### config.mk
export PLATFORM = sky130hd
export DESIGN_NAME = base_status_frame_parser
export DESIGN_NICKNAME = d
export VERILOG_FILES = /design/src/sv/bsfp_pkg.sv /design/src/sv/bsfp_front.sv /design/src/sv/bsfp_queue.sv /design/src/sv/bsfp_back.sv /design/src/sv/base_status_frame_parser.sv
export SDC_FILE = /design/constraint.sdc
export NUM_CORES = 1
export LEC_CHECK = 0
export BUFFER_PORTS_ARGS = -buffer_cell sky130_fd_sc_hd__buf_2
export CAP_MARGIN = 10
export CORE_MARGIN = 8
export CORE_UTILIZATION = 45
export DETAILED_ROUTE_END_ITERATION = 10
export PLACE_DENSITY = 0.68
export REMOVE_ABC_BUFFERS = 1
export SKIP_CTS_REPAIR_TIMING = 1
export SYNTH_ARGS = -nofsm -noshare
export SYNTH_HDL_FRONTEND = slang
export SYNTH_SLANG_ARGS = --single-unit
### constraint.sdc
create_clock -name clk -period 10.3 [get_ports clk]
set_input_delay 1.03 -clock clk [delete_from_list [all_inputs] [get_ports clk]]
set_output_delay 1.03 -clock clk [all_outputs]
set_load 0.02 [all_outputs]
### src/sv/bsfp_pkg.sv
// Shared types, constants and helpers for the base status frame parser.
package bsfp_pkg;

  // Default payload length of one frame, sync bytes not counted
  localparam int FRAME_BYTES_DEFAULT = 33;

  // Only the leading bytes of a frame feed decoded fields
  localparam int STORE_BYTES = 32;
  localparam int STORE_IDX_W = $clog2(STORE_BYTES);

  localparam logic [7:0]  SYNC_BYTE      = 8'hFE;
  localparam logic [16:0] WORD_BIAS      = 17'd10000;
  localparam logic [3:0]  BACKUP_NIBBLE  = 4'h3;
  localparam logic [7:0]  VEL_OFFSET     = 8'h80;
  localparam logic [14:0] DEADBAND_RESET = 15'd10;

  // Depth of the queue between front and back
  localparam int QUEUE_DEPTH = 2;

  // Frame status codes
  localparam logic [1:0] ST_GOOD  = 2'd0;
  localparam logic [1:0] ST_STALL = 2'd1;
  localparam logic [1:0] ST_CKSUM = 2'd2;

  typedef logic [STORE_BYTES-1:0][7:0] frame_bytes_t;

  // Classified frame handed from front to back
  typedef struct packed {
    logic [1:0]   status;
    logic [3:0]   wheels;
    frame_bytes_t bytes;
  } frame_t;

  // Decoded result item
  typedef struct packed {
    logic [1:0]         frame_status;
    logic [3:0]         stalled_wheels;
    logic signed [7:0]  vel_x;
    logic signed [7:0]  vel_y;
    logic signed [7:0]  vel_turn;
    logic [50:0]        accel_packed;
    logic [50:0]        gyro_packed;
    logic [7:0]         battery_level;
    logic [7:0]         backup_level;
    logic [31:0]        tilt_packed;
    logic signed [15:0] yaw_now;
    logic signed [31:0] heading_total;
  } result_t;

  // Little-endian word minus bias, as 17-bit two's complement
  function automatic logic [16:0] word17(input logic [7:0] lo, input logic [7:0] hi);
    return {1'b0, hi, lo} - WORD_BIAS;
  endfunction

endpackage

### src/sv/bsfp_front.sv
// Front part: sync hunt, frame capture, running checksum and classification.
module bsfp_front #(
  parameter int FRAME_BYTES = bsfp_pkg::FRAME_BYTES_DEFAULT
) (
  input  logic              clk,
  input  logic              rst,
  input  logic              push,
  input  logic [7:0]        rx_byte,
  output logic              full,
  input  logic              q_full,
  output logic              q_push,
  output bsfp_pkg::frame_t  q_data
);

  localparam int IDX_W = $clog2(FRAME_BYTES);
  localparam logic [IDX_W-1:0] LAST_IDX = IDX_W'(FRAME_BYTES - 1);

  localparam logic [1:0] PH_SEEK1   = 2'd0;
  localparam logic [1:0] PH_SEEK2   = 2'd1;
  localparam logic [1:0] PH_COLLECT = 2'd2;

  logic [1:0]             phase;
  logic [IDX_W-1:0]       idx;
  logic [7:0]             sum;
  bsfp_pkg::frame_bytes_t store;

  logic       accept;
  logic       last;
  logic [9:0] stall_sum;
  logic       stall;
  logic [3:0] mask;

  // Hold off the sender whenever the queue has no room
  assign full   = q_full;
  assign accept = push && !q_full;
  assign last   = (phase == PH_COLLECT) && (idx == LAST_IDX);
  assign q_push = accept && last;

  // Classify the frame as its last byte arrives
  always_comb begin
    stall_sum = 10'(store[0]) + 10'(store[1]) + 10'(store[2]) + 10'(store[3]);
    stall     = (stall_sum == 10'(store[4]));
    for (int i = 0; i < 4; i++) begin
      mask[i] = (store[i] == 8'd1);
    end
    if (stall) begin
      q_data.status = bsfp_pkg::ST_STALL;
    end else if (sum == rx_byte) begin
      q_data.status = bsfp_pkg::ST_GOOD;
    end else begin
      q_data.status = bsfp_pkg::ST_CKSUM;
    end
    q_data.wheels = stall ? mask : 4'd0;
    q_data.bytes  = store;
  end

  // Advance the hunt state, byte index and running sum
  always_ff @(posedge clk) begin
    if (rst) begin
      phase <= PH_SEEK1;
      idx   <= '0;
      sum   <= '0;
    end else if (accept) begin
      unique case (phase)
        PH_SEEK2: begin
          if (rx_byte == bsfp_pkg::SYNC_BYTE) begin
            phase <= PH_COLLECT;
            idx   <= '0;
            sum   <= '0;
          end
        end
        PH_COLLECT: begin
          if (last) begin
            phase <= PH_SEEK1;
            idx   <= '0;
            sum   <= '0;
          end else begin
            idx <= idx + 1'b1;
            sum <= sum + rx_byte;
          end
        end
        default: begin
          phase <= (rx_byte == bsfp_pkg::SYNC_BYTE) ? PH_SEEK2 : PH_SEEK1;
        end
      endcase
    end
  end

  // Capture the bytes that feed decoded fields
  always_ff @(posedge clk) begin
    if (accept && phase == PH_COLLECT && !last && idx < IDX_W'(bsfp_pkg::STORE_BYTES)) begin
      store[idx[bsfp_pkg::STORE_IDX_W-1:0]] <= rx_byte;
    end
  end

  // A frame is queued only on the last byte of a collection
  a_push_on_last: assert property (@(posedge clk) disable iff (rst)
    q_push |-> (phase == PH_COLLECT && idx == LAST_IDX && !q_full))
    else $error("frame queued outside the last byte");

endmodule

### src/sv/bsfp_queue.sv
// Short queue of classified frames between front and back.
module bsfp_queue (
  input  logic             clk,
  input  logic             rst,
  input  logic             push,
  input  bsfp_pkg::frame_t data_in,
  output logic             full,
  output logic             valid,
  input  logic             pop,
  output bsfp_pkg::frame_t data_out
);

  localparam int DEPTH = bsfp_pkg::QUEUE_DEPTH;
  localparam int PTR_W = (DEPTH > 1) ? $clog2(DEPTH) : 1;
  localparam int CNT_W = $clog2(DEPTH + 1);
  localparam logic [PTR_W-1:0] PTR_LAST = PTR_W'(DEPTH - 1);

  bsfp_pkg::frame_t mem [DEPTH];
  logic [PTR_W-1:0] wr_ptr;
  logic [PTR_W-1:0] rd_ptr;
  logic [CNT_W-1:0] count;

  logic do_wr;
  logic do_rd;

  assign full     = (count == CNT_W'(DEPTH));
  assign valid    = (count != '0);
  assign do_wr    = push && !full;
  assign do_rd    = pop && valid;
  assign data_out = mem[rd_ptr];

  // Advance pointers and fill count
  always_ff @(posedge clk) begin
    if (rst) begin
      wr_ptr <= '0;
      rd_ptr <= '0;
      count  <= '0;
    end else begin
      if (do_wr) begin
        wr_ptr <= (wr_ptr == PTR_LAST) ? '0 : wr_ptr + 1'b1;
      end
      if (do_rd) begin
        rd_ptr <= (rd_ptr == PTR_LAST) ? '0 : rd_ptr + 1'b1;
      end
      unique case ({do_wr, do_rd})
        2'b10:   count <= count + 1'b1;
        2'b01:   count <= count - 1'b1;
        default: count <= count;
      endcase
    end
  end

  // Store incoming item
  always_ff @(posedge clk) begin
    if (do_wr) begin
      mem[wr_ptr] <= data_in;
    end
  end

  a_count_bound: assert property (@(posedge clk) disable iff (rst)
    count <= CNT_W'(DEPTH))
    else $error("queue fill count beyond depth");

  a_pop_nonempty: assert property (@(posedge clk) disable iff (rst)
    (count == '0 && !push) |=> (count == '0))
    else $error("queue count changed without an item");

endmodule

### src/sv/bsfp_back.sv
// Back part: field decode, dead-banded heading update and output register.
module bsfp_back (
  input  logic              clk,
  input  logic              rst,
  input  logic              q_valid,
  input  bsfp_pkg::frame_t  q_data,
  output logic              q_pop,
  input  logic [14:0]       deadband,
  output logic              empty,
  input  logic              pop,
  output bsfp_pkg::result_t res
);

  logic               out_valid;
  logic               take;
  logic               good;
  logic               yaw_seen;
  logic signed [15:0] prior_yaw;
  logic signed [31:0] heading_sum;

  logic signed [15:0] yaw;
  logic signed [16:0] delta_raw;
  logic signed [16:0] delta;
  logic [16:0]        mag;
  logic signed [31:0] heading_next;
  bsfp_pkg::frame_bytes_t b;
  bsfp_pkg::result_t  res_next;

  assign take  = q_valid && (!out_valid || pop);
  assign q_pop = take;
  assign empty = !out_valid;
  assign good  = (q_data.status == bsfp_pkg::ST_GOOD);
  assign b     = q_data.bytes;

  // Apply the dead band to the yaw change and accumulate heading
  always_comb begin
    yaw       = {b[30], b[31]};
    delta_raw = yaw_seen ? (17'(yaw) - 17'(prior_yaw)) : '0;
    mag       = delta_raw[16] ? $unsigned(-delta_raw) : $unsigned(delta_raw);
    delta     = (mag < {2'b00, deadband}) ? '0 : delta_raw;
    heading_next = heading_sum + 32'(delta);
  end

  // Decode fields; only good frames carry telemetry
  always_comb begin
    res_next = '0;
    res_next.frame_status   = q_data.status;
    res_next.stalled_wheels = q_data.wheels;
    if (good) begin
      res_next.vel_x    = b[0] ^ bsfp_pkg::VEL_OFFSET;
      res_next.vel_y    = b[1] ^ bsfp_pkg::VEL_OFFSET;
      res_next.vel_turn = b[2] ^ bsfp_pkg::VEL_OFFSET;
      res_next.accel_packed = {bsfp_pkg::word17(b[7], b[8]),
                               bsfp_pkg::word17(b[5], b[6]),
                               bsfp_pkg::word17(b[3], b[4])};
      res_next.gyro_packed  = {bsfp_pkg::word17(b[13], b[14]),
                               bsfp_pkg::word17(b[11], b[12]),
                               bsfp_pkg::word17(b[9], b[10])};
      res_next.battery_level = b[16];
      res_next.backup_level  = (b[15][7:4] == bsfp_pkg::BACKUP_NIBBLE) ? b[17] : 8'd0;
      res_next.tilt_packed   = {b[28], b[29], b[26], b[27]};
      res_next.yaw_now       = yaw;
      res_next.heading_total = heading_next;
    end
  end

  // Hold output valid and heading state
  always_ff @(posedge clk) begin
    if (rst) begin
      out_valid   <= 1'b0;
      yaw_seen    <= 1'b0;
      prior_yaw   <= '0;
      heading_sum <= '0;
    end else begin
      if (take) begin
        out_valid <= 1'b1;
      end else if (pop) begin
        out_valid <= 1'b0;
      end
      if (take && good) begin
        yaw_seen    <= 1'b1;
        prior_yaw   <= yaw;
        heading_sum <= heading_next;
      end
    end
  end

  // Load the output register
  always_ff @(posedge clk) begin
    if (take) begin
      res <= res_next;
    end
  end

  a_hold_result: assert property (@(posedge clk) disable iff (rst)
    (out_valid && !pop) |=> (out_valid && $stable(res)))
    else $error("waiting result changed before it was taken");

  a_heading_only_good: assert property (@(posedge clk) disable iff (rst)
    !(take && good) |=> $stable(heading_sum))
    else $error("heading moved without a good frame");

endmodule

### src/sv/base_status_frame_parser.sv
// Top level of the base status frame parser: config register and part wiring.
//
// Takes one received byte per clock cycle while full is low, no gaps required.
// After two 0xFE sync bytes it collects FRAME_BYTES bytes and yields one
// result per frame: good telemetry, a motor stall report, or a checksum
// failure. The edge that takes the frame's last byte classifies the frame
// and writes it into the two-entry frame queue; the back's output register
// then loads it once that register is empty or is being popped.
// full rises only when the output register and both queue entries hold frames
// that have not been popped. The dead band register may be written at any
// time the channel is valid (ready is always high); it should be changed only
// while no frame is in flight.
module base_status_frame_parser #(
  parameter int FRAME_BYTES = bsfp_pkg::FRAME_BYTES_DEFAULT
) (
  input  logic               clk,
  input  logic               rst,
  input  logic               push,
  input  logic [7:0]         rx_byte,
  output logic               full,
  output logic               empty,
  input  logic               pop,
  output logic [1:0]         frame_status,
  output logic [3:0]         stalled_wheels,
  output logic signed [7:0]  vel_x,
  output logic signed [7:0]  vel_y,
  output logic signed [7:0]  vel_turn,
  output logic [50:0]        accel_packed,
  output logic [50:0]        gyro_packed,
  output logic [7:0]         battery_level,
  output logic [7:0]         backup_level,
  output logic [31:0]        tilt_packed,
  output logic signed [15:0] yaw_now,
  output logic signed [31:0] heading_total,
  input  logic               cfg_valid,
  output logic               cfg_ready,
  input  logic [14:0]        cfg_data
);

  logic [14:0]       yaw_deadband;
  logic              f_push;
  logic              q_full;
  logic              q_valid;
  logic              q_pop;
  bsfp_pkg::frame_t  f_data;
  bsfp_pkg::frame_t  q_head;
  bsfp_pkg::result_t res;

  // Write the dead band register
  assign cfg_ready = 1'b1;
  always_ff @(posedge clk) begin
    if (rst) begin
      yaw_deadband <= bsfp_pkg::DEADBAND_RESET;
    end else if (cfg_valid && cfg_ready) begin
      yaw_deadband <= cfg_data;
    end
  end

  bsfp_front #(.FRAME_BYTES(FRAME_BYTES)) u_front (
    .clk     (clk),
    .rst     (rst),
    .push    (push),
    .rx_byte (rx_byte),
    .full    (full),
    .q_full  (q_full),
    .q_push  (f_push),
    .q_data  (f_data)
  );

  bsfp_queue u_queue (
    .clk      (clk),
    .rst      (rst),
    .push     (f_push),
    .data_in  (f_data),
    .full     (q_full),
    .valid    (q_valid),
    .pop      (q_pop),
    .data_out (q_head)
  );

  bsfp_back u_back (
    .clk      (clk),
    .rst      (rst),
    .q_valid  (q_valid),
    .q_data   (q_head),
    .q_pop    (q_pop),
    .deadband (yaw_deadband),
    .empty    (empty),
    .pop      (pop),
    .res      (res)
  );

  // Break the result item out onto its ports
  assign frame_status   = res.frame_status;
  assign stalled_wheels = res.stalled_wheels;
  assign vel_x          = res.vel_x;
  assign vel_y          = res.vel_y;
  assign vel_turn       = res.vel_turn;
  assign accel_packed   = res.accel_packed;
  assign gyro_packed    = res.gyro_packed;
  assign battery_level  = res.battery_level;
  assign backup_level   = res.backup_level;
  assign tilt_packed    = res.tilt_packed;
  assign yaw_now        = res.yaw_now;
  assign heading_total  = res.heading_total;

endmodule
==> impl_metrics.py, run 1 <==
metrics = {
    "timing": {
        "layout_min_cycle_time_ns": 9.08,
        "max_freq_ghz": 0.110,
        "rsz0062_at_grt": "false",
        "holdWs_ns": 0.434,
        "worst_slew_pin_slew_ns": 1.11,
        "finalSetupTns_ns": 0,
        "max_slew_margin_pct": 26.2,
        "maxSlewViolCount": 0,
        "finalCritPeriodShare_pct": 88.2,
        "skew_ns": 0.0616,
        "final_hold_viol_count": 0,
        "setup_viol": 0,
    },
    "power_and_ir_drop": {
        "internal_power_mw": 5.77,
        "pwr-share-clk_pct": 45.3,
        "pwr-share-comb_pct": 0.8,
        "pwr-share-seq_pct": 53.9,
        "fin_total_pwr_mw": 7.23,
        "vdd_drop_max_mv": 0.140,
        "switchingPower_mw": 1.46,
        "switching_share_pct": 20.2,
        "power.leakage_nw": 14.7,
        "p_per_area_nw_per_um2": 171,
    },
    "clock_tree": {
        "cts_buffer_depth": 3,
        "cts_tree": "yes",
        "cts_max_level": 3,
        "numCtsBuffers": 91,
        "cts-root-buf": "clkbuf_16",
        "path_clk_slew_ns": 0.06,
        "clkSinkCount": 890,
        "clkLatencyLatePin_ns": 0.66,
    },
    "global_routing": {
        "grt_use_total_pct": 17.5,
        "grt_pass1_wl_um": 125000,
        "grt_max_degree": 145,
        "grt_pass1_vias": 21800,
        "antenna_found_initial": 3,
        "grt_remaining_overflow": 0,
    },
    "drt": {
        "dr_total_vias": 21300,
        "avgViaCountPerCell": 5.29,
        "dr.first_iter.drc_count": 1282,
        "postRouteAntennaNets": 0,
        "drt_first_pass_iters": 5,
        "drcViolationCount": 0,
        "drt-wirelength-per-cell_um": 20.2,
        "wl_um": 81300,
    },
    "final_layout": {
        "utilization_pct": 51.9,
        "final_common_cell": "edfxtp_1",
        "fill_cells": 6747,
        "nNetsFinal": 3012,
        "finalNonFillerCells": 4021,
        "areaGrowthSynthToFinish_pct": 15.0,
        "drive_gt1_share_pct": 15.6,
        "final_cell_mix": "edfxtp_1 (804), nor2_1 (387), buf_2 (257)",
    },
    "synth": {
        "synth_edf_count": 804,
        "synth-seq-area-share_pct": 70.3,
        "synth_area_leader_cell": "edfxtp_1",
        "netlist.area_leader.share_pct": 65.6,
        "synth_cells": 2589,
        "synth_area_leaders": "edfxtp_1 (66%), dfxtp_1 (4.7%), mux2i_1 (4.6%)",
        "async_reset_ff_share_pct": 0,
        "synthFlopType": "edfxtp_1",
        "yosysWarningCount": 0,
        "syn_avg_cell_area_um2": 14.2,
        "ys_types": 89,
        "postSynthRegisterBits": 890,
        "netlist_area_um2": 36800,
    },
    "floorplan": {
        "core_area_um2": 81600,
        "die_w_um": 302,
        "die_area_um2": 91200,
        "initial_utilization_pct": 45.1,
        "rows": 105,
        "ios": 259,
        "die_h_um": 302,
    },
    "worst_setup_path": {
        "reg2reg_to": "u_back.heading_sum[31]$_SDFFE_PP0P_",
        "required_ns": 10.85,
        "rr_worst_depth": 30,
        "crit_path_end": "u_back.heading_sum[31]$_SDFFE_PP0P_",
        "r2r_setup_slack_ns": 1.22,
        "end_kind": "flip-flop",
        "cpPeakStageDelay_ns": 0.66,
        "worstSetupPathType": "reg2reg",
        "crit_arrival_ns": 9.63,
        "critPathSlowestCell": "a21boi_2",
        "critPathMaxFanout": 18,
        "critPathLaunchType": "flip-flop",
    },
    "min_path": {
        "holdPathStages": 0,
        "min_path_type": "reg2reg",
    },
    "placed_design": {
        "place_hpwl_um": 52300,
        "gp_congestion": 0.852,
        "post-place-cells": 3849,
        "io_buffers": 257,
    },
    "status": {
        "outcome": "completed",
    },
    "job": {
        "maxCapViolCount": 0,
    },
}
==> state kept, by name (all words and copies together), names as in the netlist, 6 cells and up, named ones only <==
signal,count
u_back.res,228
u_queue.mem,388
u_front.q_data,188
u_front.sum,8
yaw_deadband,15
u_back.prior_yaw,16
u_back.heading_sum,32
u_front.idx,6
==> per-stage QoR <==
stage	area [um^2]	setup WS [ns]
final	42300	1.22
after CTS	42300	1.25
after floorplan	36400	-5.07
after global placement	39300	1.51
after detailed placement	39300	1.27
after global routing	42300	0.506
==> worst min path at each step <==
stage	startpoint	end	slack [ns]
2_1_floorplan	u_front.q_data[100]$_DFFE_PP_	u_queue.mem[0][100]$_DFFE_PP_	0.42
3_3_place_gp	u_front.q_data[142]$_DFFE_PP_	u_queue.mem[0][142]$_DFFE_PP_	0.42
3_5_place_dp	u_front.q_data[102]$_DFFE_PP_	u_queue.mem[1][102]$_DFFE_PP_	0.43
4_1_cts	u_front.q_data[74]$_DFFE_PP_	u_queue.mem[0][74]$_DFFE_PP_	0.44
5_1_grt	u_front.q_data[111]$_DFFE_PP_	u_queue.mem[0][111]$_DFFE_PP_	0.45
6_report	u_front.q_data[74]$_DFFE_PP_	u_queue.mem[1][74]$_DFFE_PP_	0.43
==> logic make-up (layout without fill, tap and decap cells) <==
| family | count (synthesis) | count (layout) | share of synthesized area (%) |
|---|---|---|---|
| adder cells (fa/ha/maj) | 112 | 112 | 4.07 |
| AO/OA/AOI/OAI | 350 | 350 | 6.27 |
| multiplexers | 181 | 181 | 5.01 |
| other | 1 | 3 | 0.0102 |
| buffers and inverters | 206 | 566 | 2.18 |
| XOR/XNOR | 141 | 141 | 3.39 |
| AND/OR/NAND/NOR | 708 | 708 | 8.76 |
| flip-flops | 890 | 890 | 70.3 |
==> per-layer routing <==
| metal | GRT usage [%] | up-vias | wire, um |
|---|---|---|---|
| met3 | 3.15 | 141 | 4770 |
| met5 | 0 | - | 0 |
| met2 | 29.9 | 582 | 39900 |
| met1 | 22.5 | 10500 | 34500 |
| met4 | 5.91 | 0 | 2150 |
| li1 | - | 10000 | - |
==> critical path, delay by kind of cell, from the launching register on <==
| family | cells | cell delay, ns |
|---|---|---|
| muxes | 2 | 1.07 |
| adders and majority gates | 3 | 0.92 |
| buffers and inverters | 1 | 0.10 |
| xor gates and xnor gates | 1 | 0.17 |
| AOI/OAI and AO/OA | 13 | 4.38 |
| and+or+nand+nor | 10 | 1.80 |
| DFF | 1 | 0.55 |
==> Yosys cell counts (3+ instances only) <==
| master | number |
|---|---|
| edfxtp_1 | 804 |
| nor2_1 | 389 |
| mux2i_1 | 170 |
| a21oi_1 | 122 |
| inv_1 | 114 |
| nand2_1 | 103 |
| ha_1 | 99 |
| dfxtp_1 | 86 |
| xnor2_1 | 73 |
| clkbuf_1 | 67 |
| xor2_1 | 67 |
| o21ai_0 | 51 |
| a211oi_1 | 43 |
| nor3_1 | 36 |
| nor2b_1 | 29 |
| a21o_1 | 22 |
| and2_1 | 22 |
| nand2b_1 | 21 |
| nand3_1 | 21 |
| and3_1 | 19 |
| buf_2 | 17 |
| o211ai_1 | 16 |
| fa_1 | 13 |
| a32o_1 | 12 |
| o21bai_1 | 12 |
| nand4_1 | 10 |
| nor4_1 | 10 |
| o31ai_1 | 10 |
| or3_1 | 10 |
| mux2_2 | 8 |
| o21a_1 | 8 |
| a31oi_1 | 6 |
| buf_1 | 6 |
| nor3b_1 | 6 |
| o21ai_1 | 6 |
| nor4b_1 | 5 |
| or2_2 | 5 |
| nand3b_1 | 4 |
| a21boi_0 | 3 |
| nand4b_1 | 3 |
| o31a_1 | 3 |
| or2_1 | 3 |
==> power by group through the flow <==
stage | Combinational [mW] | Sequential, mW | Clock, mW
detailed placement | 0.0596 | 3.97 | 0
global route | 0.0629 | 3.89 | 3.50
floorplan | 0.0147 | 3.97 | 0
finish | 0.0578 | 3.89 | 3.28
CTS | 0.0598 | 3.89 | 3.35
global placement | 0.0580 | 3.97 | 0
==> final cells by class <==
cell class / instances / area [um^2] / area share, %
timing repair buffer: 282 / 1490 / 3.51
sequential: 890 / 25900 / 61.1
multi-input combinational: 1493 / 10200 / 24.0
antenna: 2 / 5.00 / 0.0118
inverter: 114 / 428 / 1.01
clock buffer: 108 / 2340 / 5.53
tap: 1070 / 1340 / 3.16
clock inverter: 62 / 687 / 1.62
(Power assumes the default switching activity.)
==> run 2, diff against run 1 <==
--- a/config.mk
+++ b/config.mk
@@ -5,12 +5,13 @@
 export SDC_FILE = /design/constraint.sdc
 export NUM_CORES = 1
 export LEC_CHECK = 0
+export ABC_AREA = 1
 export BUFFER_PORTS_ARGS = -buffer_cell sky130_fd_sc_hd__buf_2
 export CAP_MARGIN = 10
 export CORE_MARGIN = 8
 export CORE_UTILIZATION = 45
 export DETAILED_ROUTE_END_ITERATION = 10
-export PLACE_DENSITY = 0.68
+export PLACE_DENSITY = 0.64
 export REMOVE_ABC_BUFFERS = 1
 export SKIP_CTS_REPAIR_TIMING = 1
 export SYNTH_ARGS = -nofsm -noshare
==> constraint.sdc (replaced) <==
create_clock -name clk -period 11.2 [get_ports clk]
set_input_delay 1.12 -clock clk [delete_from_list [all_inputs] [get_ports clk]]
set_output_delay 1.12 -clock clk [all_outputs]
set_load 0.02 [all_outputs]
==> run 2 against run 1 <==
  * Clock skew fell by 0.022 ns
  * Non-clock buffer count up 3
  * Utilization rose by 0.55 points
  * Critical path depth grew 11
  * Cell count rose by 9.3%
==> impl_metrics.py, run 2 <==
metrics = {
    "job": {
        "maxCapViolCount": 0,
    },
    "final_layout": {
        "final_common_cell": "edfxtp_1",
        "fill_cells": 6954,
        "utilization_pct": 52.4,
        "largest_reg_flops": 388,
        "drive_gt1_share_pct": 16.1,
        "areaGrowthSynthToFinish_pct": 15.2,
        "largest_register": "u_queue.mem",
        "finalNonFillerCells": 4393,
        "final_cell_mix": "edfxtp_1 (804), nand2_1 (492), inv_1 (307)",
        "n_antenna_cell": 0,
        "nNetsFinal": 3397,
    },
    "drt": {
        "dr.first_iter.drc_count": 1443,
        "postRouteAntennaNets": 0,
        "wl_um": 84800,
        "drcViolationCount": 0,
        "drt_first_pass_iters": 7,
        "avgViaCountPerCell": 5.07,
        "drt-wirelength-per-cell_um": 19.3,
        "dr_total_vias": 22300,
    },
    "worst_setup_path": {
        "critPathLaunchType": "flip-flop",
        "critPathMaxFanout": 61,
        "crit_arrival_ns": 8.64,
        "cpPeakStageDelay_ns": 0.67,
        "worstSetupPathType": "reg2reg",
        "required_ns": 11.55,
        "critPathSlowestCell": "dfxtp_4",
        "r2r_setup_slack_ns": 2.90,
        "end_kind": "flip-flop",
    },
    "timing": {
        "setup_viol": 0,
        "rsz0062_at_grt": "false",
        "skew_ns": 0.0397,
        "holdWs_ns": 0.435,
        "setup_slack_ns": 2.90,
        "maxSlewViolCount": 0,
        "final_hold_viol_count": 0,
        "max_freq_ghz": 0.121,
        "worst_slew_pin_slew_ns": 1.14,
        "finalCritPeriodShare_pct": 74.1,
        "max_slew_margin_pct": 24.1,
        "layout_min_cycle_time_ns": 8.30,
    },
    "clock_tree": {
        "clkSinkCount": 890,
        "path_clk_slew_ns": 0.06,
        "cts_tree": "yes",
        "numCtsBuffers": 91,
        "cts-root-buf": "clkbuf_16",
        "cts_buffer_depth": 3,
        "cts_max_level": 3,
        "clkLatencyLatePin_ns": 0.66,
    },
    "floorplan": {
        "die_area_um2": 90900,
        "rows": 104,
        "core_area_um2": 80700,
        "initial_utilization_pct": 45.5,
        "ios": 259,
        "die_h_um": 302,
        "die_w_um": 302,
    },
    "placed_design": {
        "io_buffers": 257,
        "pre_cts_slack_ns": 2.97,
        "post-place-cells": 4224,
        "gp_congestion": 0.855,
        "place_hpwl_um": 52700,
    },
    "global_routing": {
        "grt_pass1_wl_um": 129000,
        "grt_pass1_vias": 22200,
        "grt_max_degree": 160,
        "grt_remaining_overflow": 0,
        "antenna_found_initial": 1,
        "grt_use_total_pct": 18.3,
    },
    "synth": {
        "synth.most_common_cell": "edfxtp_1",
        "synth-seq-area-share_pct": 70.5,
        "postSynthRegisterBits": 890,
        "yosysWarningCount": 0,
        "async_reset_ff_share_pct": 0,
        "synth_edf_count": 804,
        "syn_avg_cell_area_um2": 12.4,
        "synth_area_leaders": "edfxtp_1 (66%), nand2_1 (5.0%), dfxtp_1 (4.7%)",
        "synthFlopType": "edfxtp_1",
        "synth_area_leader_cell": "edfxtp_1",
        "ys_types": 59,
        "synth_commonest_cells": "edfxtp_1 (804), nand2_1 (492), inv_1 (307)",
        "netlist.area_leader.share_pct": 65.8,
        "synth_cells": 2965,
        "netlist_area_um2": 36700,
    },
    "power_and_ir_drop": {
        "p_per_area_nw_per_um2": 259,
        "vdd_drop_max_mv": 0.268,
        "power.leakage_nw": 15.9,
        "fin_total_pwr_mw": 10.9,
    },
    "min_path": {
        "min_path_type": "reg2reg",
    },
    "status": {
        "outcome": "completed",
    },
}
## run 2: routing by layer
metal | GRT usage, % | vias to the layer above | wire [um]
met5 | 0 | - | 0
met2 | 31.1 | 538 | 41500
met3 | 2.85 | 116 | 4020
met1 | 24.0 | 10800 | 37000
met4 | 6.07 | 0 | 2240
li1 | - | 10900 | -
## run 2: cell type report
cell class                 count  area (um^2)  share of cell area, %
clock buffer                 109         2380                   5.62
clock inverter                60          702                   1.66
inverter                     318         1200                   2.84
multi-input combinational   1671         9300                   22.0
sequential                   890        25900                   61.2
tap                         1060         1330                   3.14
timing repair buffer         285         1510                   3.57
## run 2: critical path, delay by kind of cell, from the launching register on
family                   cells  cell delay, ns
AND/OR/NAND/NOR             17            1.99
XOR/XNOR                     1            0.16
flip-flops                   1            0.67
adder cells (fa/ha/maj)      3            1.12
AO/OA/AOI/OAI               12            2.34
buffers and inverters        8            1.65
## run 2: kinds of logic (layout without fill, tap and decap cells)
kind of cell,after synthesis,in the layout,share of synthesized area [%]
adder cells (fa/ha/maj),112,112,4.08
XOR/XNOR,54,54,1.29
AO/OA/AOI/OAI,501,501,7.34
AND/OR/NAND/NOR,960,960,11.3
buffers and inverters,404,772,4.28
multiplexers,43,43,1.17
other,1,1,0.0102
flip-flops,890,890,70.5
## run 2: metrics by stage
stage / setup TNS [ns] / area, um^2
floorplan: -708.67 / 36300
global placement: 0 / 39200
detailed placement: 0 / 39200
CTS: 0 / 42300
global route: 0 / 42300
finish: 0 / 42300
## run 2: path summary, 6_finish.rpt
kind | from | endpoint | depth (start not counted)
setup / recovery | flip-flop | u_back.res[31]$_SDFFCE_PN0P_ | 41
hold / removal | u_front.q_data[225]$_DFFE_PP_ | u_queue.mem[1][225]$_DFFE_PP_ | 0
setup reg to reg | flip-flop | u_back.res[31]$_SDFFCE_PN0P_ | 41
hold reg to reg | u_front.q_data[225]$_DFFE_PP_ | u_queue.mem[1][225]$_DFFE_PP_ | 0
## run 2: power by group
group / total [mW] / internal (mW) / switching (mW)
Sequential: 4.47 / 4.25 / 0.220
Clock: 3.09 / 1.81 / 1.28
Combinational: 3.37 / 0.965 / 2.41
